## src/sis_pkg.sv

```systemverilog
// Package for the sorted integer set: sizes, function and status codes,
// controller states and the cell control struct.
// No dependencies.
`timescale 1ns / 1ps

package sis_pkg;

  localparam int CAPACITY = 64;
  localparam int IDX_W    = $clog2(CAPACITY);
  localparam int CNT_W    = $clog2(CAPACITY + 1);
  localparam int DATA_W   = 64;

  localparam logic [CNT_W-1:0] CAP_CNT = CNT_W'(CAPACITY);

  typedef enum logic [1:0] {
    FN_ADD      = 2'd0,
    FN_REMOVE   = 2'd1,
    FN_CONTAINS = 2'd2,
    FN_READ     = 2'd3
  } func_e;

  typedef enum logic [2:0] {
    ST_OK     = 3'd0,
    ST_MISS   = 3'd1,
    ST_FULL   = 3'd2,
    ST_LOCKED = 3'd3,
    ST_RANGE  = 3'd4
  } status_e;

  typedef enum logic {
    S_IDLE = 1'b0,
    S_UPD  = 1'b1
  } state_e;

  typedef struct packed {
    logic ins;
    logic del;
  } cell_ctrl_t;

endpackage

```

## src/sis_cell.sv

```systemverilog
// One storage cell of the sorted set chain: holds one entry, compares it
// against the request value and shifts to or from its neighbors.
// Depends on sis_pkg.
`timescale 1ns / 1ps

module sis_cell import sis_pkg::*; (
  input  logic                     clk_i,
  input  logic                     rst_ni,
  input  logic [IDX_W-1:0]         idx_i,
  input  logic [CNT_W-1:0]         cnt_i,
  input  logic                     cmp_en_i,
  input  logic signed [DATA_W-1:0] value_i,
  input  logic [IDX_W-1:0]         position_i,
  input  cell_ctrl_t               ctrl_i,
  input  logic signed [DATA_W-1:0] new_value_i,
  input  logic signed [DATA_W-1:0] prev_entry_i,
  input  logic signed [DATA_W-1:0] next_entry_i,
  input  logic                     prev_lt_i,
  output logic signed [DATA_W-1:0] entry_o,
  output logic                     lt_o,
  output logic                     eq_o,
  output logic signed [DATA_W-1:0] rd_o
);

  logic signed [DATA_W-1:0] entry_q, entry_d;
  logic lt_q, lt_d, eq_q, eq_d, hit_q, hit_d;
  logic occupied;

  assign occupied = {1'b0, idx_i} < cnt_i;

  always_comb begin
    lt_d  = lt_q;
    eq_d  = eq_q;
    hit_d = hit_q;
    if (cmp_en_i) begin
      lt_d  = occupied && (entry_q < value_i);
      eq_d  = occupied && (entry_q == value_i);
      hit_d = occupied && (position_i == idx_i);
    end
  end

  always_comb begin
    entry_d = entry_q;
    if (ctrl_i.ins && !lt_q) begin
      entry_d = prev_lt_i ? new_value_i : prev_entry_i;
    end else if (ctrl_i.del && !lt_q) begin
      entry_d = next_entry_i;
    end
  end

  always_ff @(posedge clk_i or negedge rst_ni) begin
    if (!rst_ni) begin
      lt_q  <= 1'b0;
      eq_q  <= 1'b0;
      hit_q <= 1'b0;
    end else begin
      lt_q  <= lt_d;
      eq_q  <= eq_d;
      hit_q <= hit_d;
    end
  end

  always_ff @(posedge clk_i) begin
    entry_q <= entry_d;
  end

  assign entry_o = entry_q;
  assign lt_o    = lt_q;
  assign eq_o    = eq_q;
  assign rd_o    = hit_q ? entry_q : '0;

endmodule
```

## config.mk

```make
export PLATFORM = sky130hd
export DESIGN_NAME = sis_cell
export DESIGN_NICKNAME = d
export VERILOG_FILES = /design/src/sis_pkg.sv /design/src/sis_cell.sv
export SDC_FILE = /design/constraint.sdc
export NUM_CORES = 1
export LEC_CHECK = 0
export ABC_AREA = 1
export BUFFER_PORTS_ARGS = -buffer_cell sky130_fd_sc_hd__buf_2
export CAP_MARGIN = 20
export CORE_AREA = 2 2 161 163
export DETAILED_ROUTE_END_ITERATION = 8
export DIE_AREA = 0 0 163 165
export GPL_ROUTABILITY_DRIVEN = 0
export HOLD_SLACK_MARGIN = 0.12
export PLACE_DENSITY = 0.55
export SYNTH_ARGS = -nofsm -noshare
export SYNTH_HDL_FRONTEND = slang
export SYNTH_SLANG_ARGS = --single-unit
```

## constraint.sdc

```tcl
create_clock -name clk_i -period 4.85 [get_ports clk_i]
set_input_delay 0.7275 -clock clk_i [delete_from_list [all_inputs] [get_ports clk_i]]
set_output_delay 0.7275 -clock clk_i [all_outputs]
set_load 0.005 [all_outputs]
```

==> out/results.env <==
STATUS='finished, final reports clean'
TIGHTEST_SLEW_MARGIN_RELATIVE_TO_THE_LIMIT_PCT=32.7
MAX_FREQ_MHz=417
TIMING.FINAL.CRIT_PERIOD_NS=2.40
CLKSINKCOUNT=67
DETAIL_ROUTE.WIRELENGTH_MM=23.4
NUM_IO_PINS=411
CRITICAL_PATH_CELL_COUNT=4
CTS_MADE_BUFFERS=9
YS_FF_LATCH=67
FINAL_NETS=1562
POWER_PER_CELL_AREA_mW_PER_MM2=317
MAX_CAP_VIOLATIONS=0
SYN_AREA_MM2=0.00575
SW_FRAC_OF_TOTAL_PCT=35.4
CPMAXSTAGEDELAYCELL='buf_4'
CRIT_TYPE='flip-flop to primary output'
MULTI_INPUT_AREA_MM2=0.00304
CLKLATENCYLATEPIN_NS=0.34
STDCELL_COUNT=1549
CLOCKROOTBUFFER='clkbuf_16'
NETLIST.AREA_LEADER.SHARE_PCT=33.4
SYNTH.YOSYS.WARNINGS=0
CLOCK_TREE.BUFFER_DEPTH=2
CLOCK-SKEW-FINAL_NS=0.0102
ROUTE.ANTENNA.REMAINING_NETS=0
DIE-HEIGHT_UM=165
FP.DIEAREA_MM2=0.0269
CTS_REPAIR_RESIZED_INSTS=0
WP_DATA_REQUIRED_NS=4.12
DOMINANT_CELLS_BY_AREA_AFTER_SYNTHESIS='edfxtp_1 (33%), nand2_1 (18%), ha_1 (15%)'
R2R-START='lt_o'
NUM_ROWS=58
AREA_TAKEN_BY_FLIP_FLOPS_AND_LATCHES_MM2=0.00200
CELL_TYPE_WITH_THE_LARGEST_TOTAL_AREA_AFTER_SYNTHESIS='edfxtp_1'
TRITONCTS='done'
WIRE_LENGTH_OF_THE_FIRST_GLOBAL_ROUTING_PASS_MM=33.7
WORST_PIN_SLEW_NS=1.01
YS_TYPES=31
SWITCHINGPOWER_uW=951
WORST_PATH_LARGEST_CELL_DELAY_NS=0.56
WORST_HOLD_PATH_TYPE='input port to asynchronous set/reset pin'
CORE_REGION_AREA_MM2=0.0250
TOTAL_LEAKAGE_POWER_nW=5.09
STARTING_UTILIZATION_OF_THE_CORE_AREA_PCT=23.0
TIMING.CRITICAL_PATH.BUF_INV=3
FINALHOLDVIOLATIONS=0
CRITPATHARRIVALTIME_NS=1.67
REG2REG_DEPTH=2
POST_CTS.REPAIR.SETUP_BUFFERS=0
FILLER_CELL_COUNT=2750
MAPPED_NETS=1169
PLACED_CELLS=1531
YOSYS_MOST_USED_DFF='edfxtp_1'
DRTITER0DRC=373
SYNTH_ASYNC_SR_FLOP_SHARE_PCT=4.48
SYNTH_EDF_COUNT=64
FINAL_CORE_UTIL_PCT=33.9
TIMING.CRITICAL_PATH.CELLS='buf_4 > nand2_1 > inv_1 > buf_2'
DETAILED_PLACE_HPWL_MM=19.2
CLKPWRFRAC_PCT=28.5
FIN_TNS_SETUP_NS=0
PORTBUFFERS=410
HOLDBUFCOUNTCTS=0
INTERNAL-POWER_mW=1.73
PORTION_OF_TOTAL_POWER_ATTRIBUTED_TO_SEQUENTIAL_CELLS_PCT=37.5
VIAS=6718
FINAL_CYCLE_SHARE_PCT=49.4
PATH_CLK_SLEW_NS=0.06
CRITICAL_PATH.TOP_DELAY_FAMILY='buffers and inverters'
DRIVE_ABOVE_1_SHARE_PCT=36.2
CP-END-KIND='primary output'
POST_DRT_WL_PER_CELL_UM=15.1
IRDROPWORSTVDD_V=0.000179
REG2REG_SLACK_NS=2.63
PART_OF_THE_POWER_IN_COMBINATIONAL_LOGIC_PCT=34.0
MOST_NUMEROUS_CELL_TYPES_IN_THE_SYNTHESIZED_NETLIST='nand2_1 (271), inv_1 (156), nor2_1 (85), ha_1 (69)'
SLEW_VIOLATIONS=0
RSZ_0062_RAISED_AFTER_GLOBAL_ROUTING='false'
PIN_COUNT_OF_THE_BIGGEST_NET_ENTERING_GLOBAL_ROUTING=67
GLOBAL_ROUTE.USAGE.TOTAL_PCT=16.5
AREA_GROWTH_SYN_TO_LAYOUT_PCT=47.3
VIASPERCELL=4.34
FINALSETUPVIOLCOUNT=0
HTREEDEPTH=3
WORST_SETUP_PATH_ENDPOINT='rd_o[45]'
CHIPWIDTH_UM=163
DRCVIOLATIONCOUNT=0
CRITICAL_PATH_PEAK_FANOUT=65
POST_SYNTH.CELL_AREA_AVG_UM2=7.02
CRITPATHLAUNCHTYPE='flip-flop'
YOSYSSEQAREASHARE_PCT=34.7
VIA_COUNT_OF_THE_FIRST_GLOBAL_ROUTING_PASS=6075
GRT_ANTENNA_BEFORE_REPAIR=2
TIMING.RR.END='entry_o[23]'
POST-SYNTH-TOP-COUNT-CELL='nand2_1'
GLOBALROUTEOVERFLOWTOTAL=0
DRT-PASS1-ITER-COUNT=5
INSTANCE_COUNT_OF_THE_MAPPED_NETLIST=819
STARTPOINT='hit_q'
[power by group through the flow]
stage               clock (mW)  sequential, mW  combinational, mW
floorplan                    0           0.965              0.502
global placement             0            1.02              0.917
detailed placement           0            1.02              0.924
CTS                      0.793            1.01              0.930
global route             0.816            1.02               1.06
finish                   0.766            1.01              0.913
[worst reg2reg max path, delay by kind of cell (launching register included)]
kind | cells | cell delay, ns
buffers and inverters | 1 | 0.59
and+or+nand+nor | 1 | 0.81
DFF | 1 | 0.47
[how the worst min path moves through the flow]
stage,startpoint,end
after detailed placement,eq_o,eq_o
final,rst_ni,eq_o
after CTS,rst_ni,eq_o
after global placement,eq_o,eq_o
after global routing,rst_ni,eq_o
after floorplan,rst_ni,eq_o
[metal layers]
metal / routed length [um] / up-vias / global-route usage [%] / part of all wire (%)
met5: 0 / - / 0 / 0
met4: 425 / 0 / 4.59 / 1.8
met3: 1440 / 28 / 2.64 / 6.2
met2: 11700 / 259 / 28.4 / 50
met1: 9920 / 3025 / 21.5 / 42
li1: - / 3406 / - / -
[registers in the layout (all words and copies together), names as in the netlist]
register,cells
hit_q,1
entry_o,64
lt_o,1
eq_o,1
[through the flow]
step | hold WS, ns | power, mW | cell area [um^2] | setup slack [ns]
after floorplan | 0.432 | 1.47 | 5750 | 0.896
after global placement | 0.472 | 1.94 | 8140 | 2.15
after detailed placement | 0.482 | 1.94 | 8140 | 2.17
after CTS | 0.163 | 2.73 | 8470 | 2.43
after global routing | 0.163 | 2.90 | 8480 | 2.32
final | 0.187 | 2.69 | 8480 | 2.45
[cell usage in the layout (no fill, tap or decap), drive strengths merged]
cell type	netlist	routed
a21o	1	1
a21oi	30	30
a31oi	64	64
and3	1	1
buf	15	416
bufinv	0	3
clkbuf	19	11
clkinv	0	1
clkinvlp	0	1
dfrtp	3	3
diode	0	2
edfxtp	64	64
ha	69	69
inv	158	158
nand2	272	272
nand3	8	8
nand4	5	5
nor2	85	85
nor3	4	4
nor3b	1	1
nor4	1	1
o2111ai	1	1
o211ai	1	1
o21a	2	2
o21ai	8	8
o21bai	2	2
o22ai	1	1
o41ai	1	1
or2	1	1
xnor2	2	2
[layout make-up]
cell class	count	area share, %
clock buffers	11	2.75
flip-flops and latches	67	23.6
repair buffers	416	24.7
multi-input cells	560	35.8
well taps	330	4.87
inverters	158	7.00
diodes	2	0.0590
clock inverters	5	1.20
[logic make-up (layout without fill, tap and decap cells)]
logic type,count (synthesis),count (layout),share of synthesized area (%)
other cells,0,2,0
xor+xnor,2,2,0.305
flops,67,67,34.7
simple gates,378,378,25.7
buf+inv,192,590,12.8
compound gates,111,111,11.5
fa+ha+maj,69,69,15.0
Power figures use the tool's default switching activity.
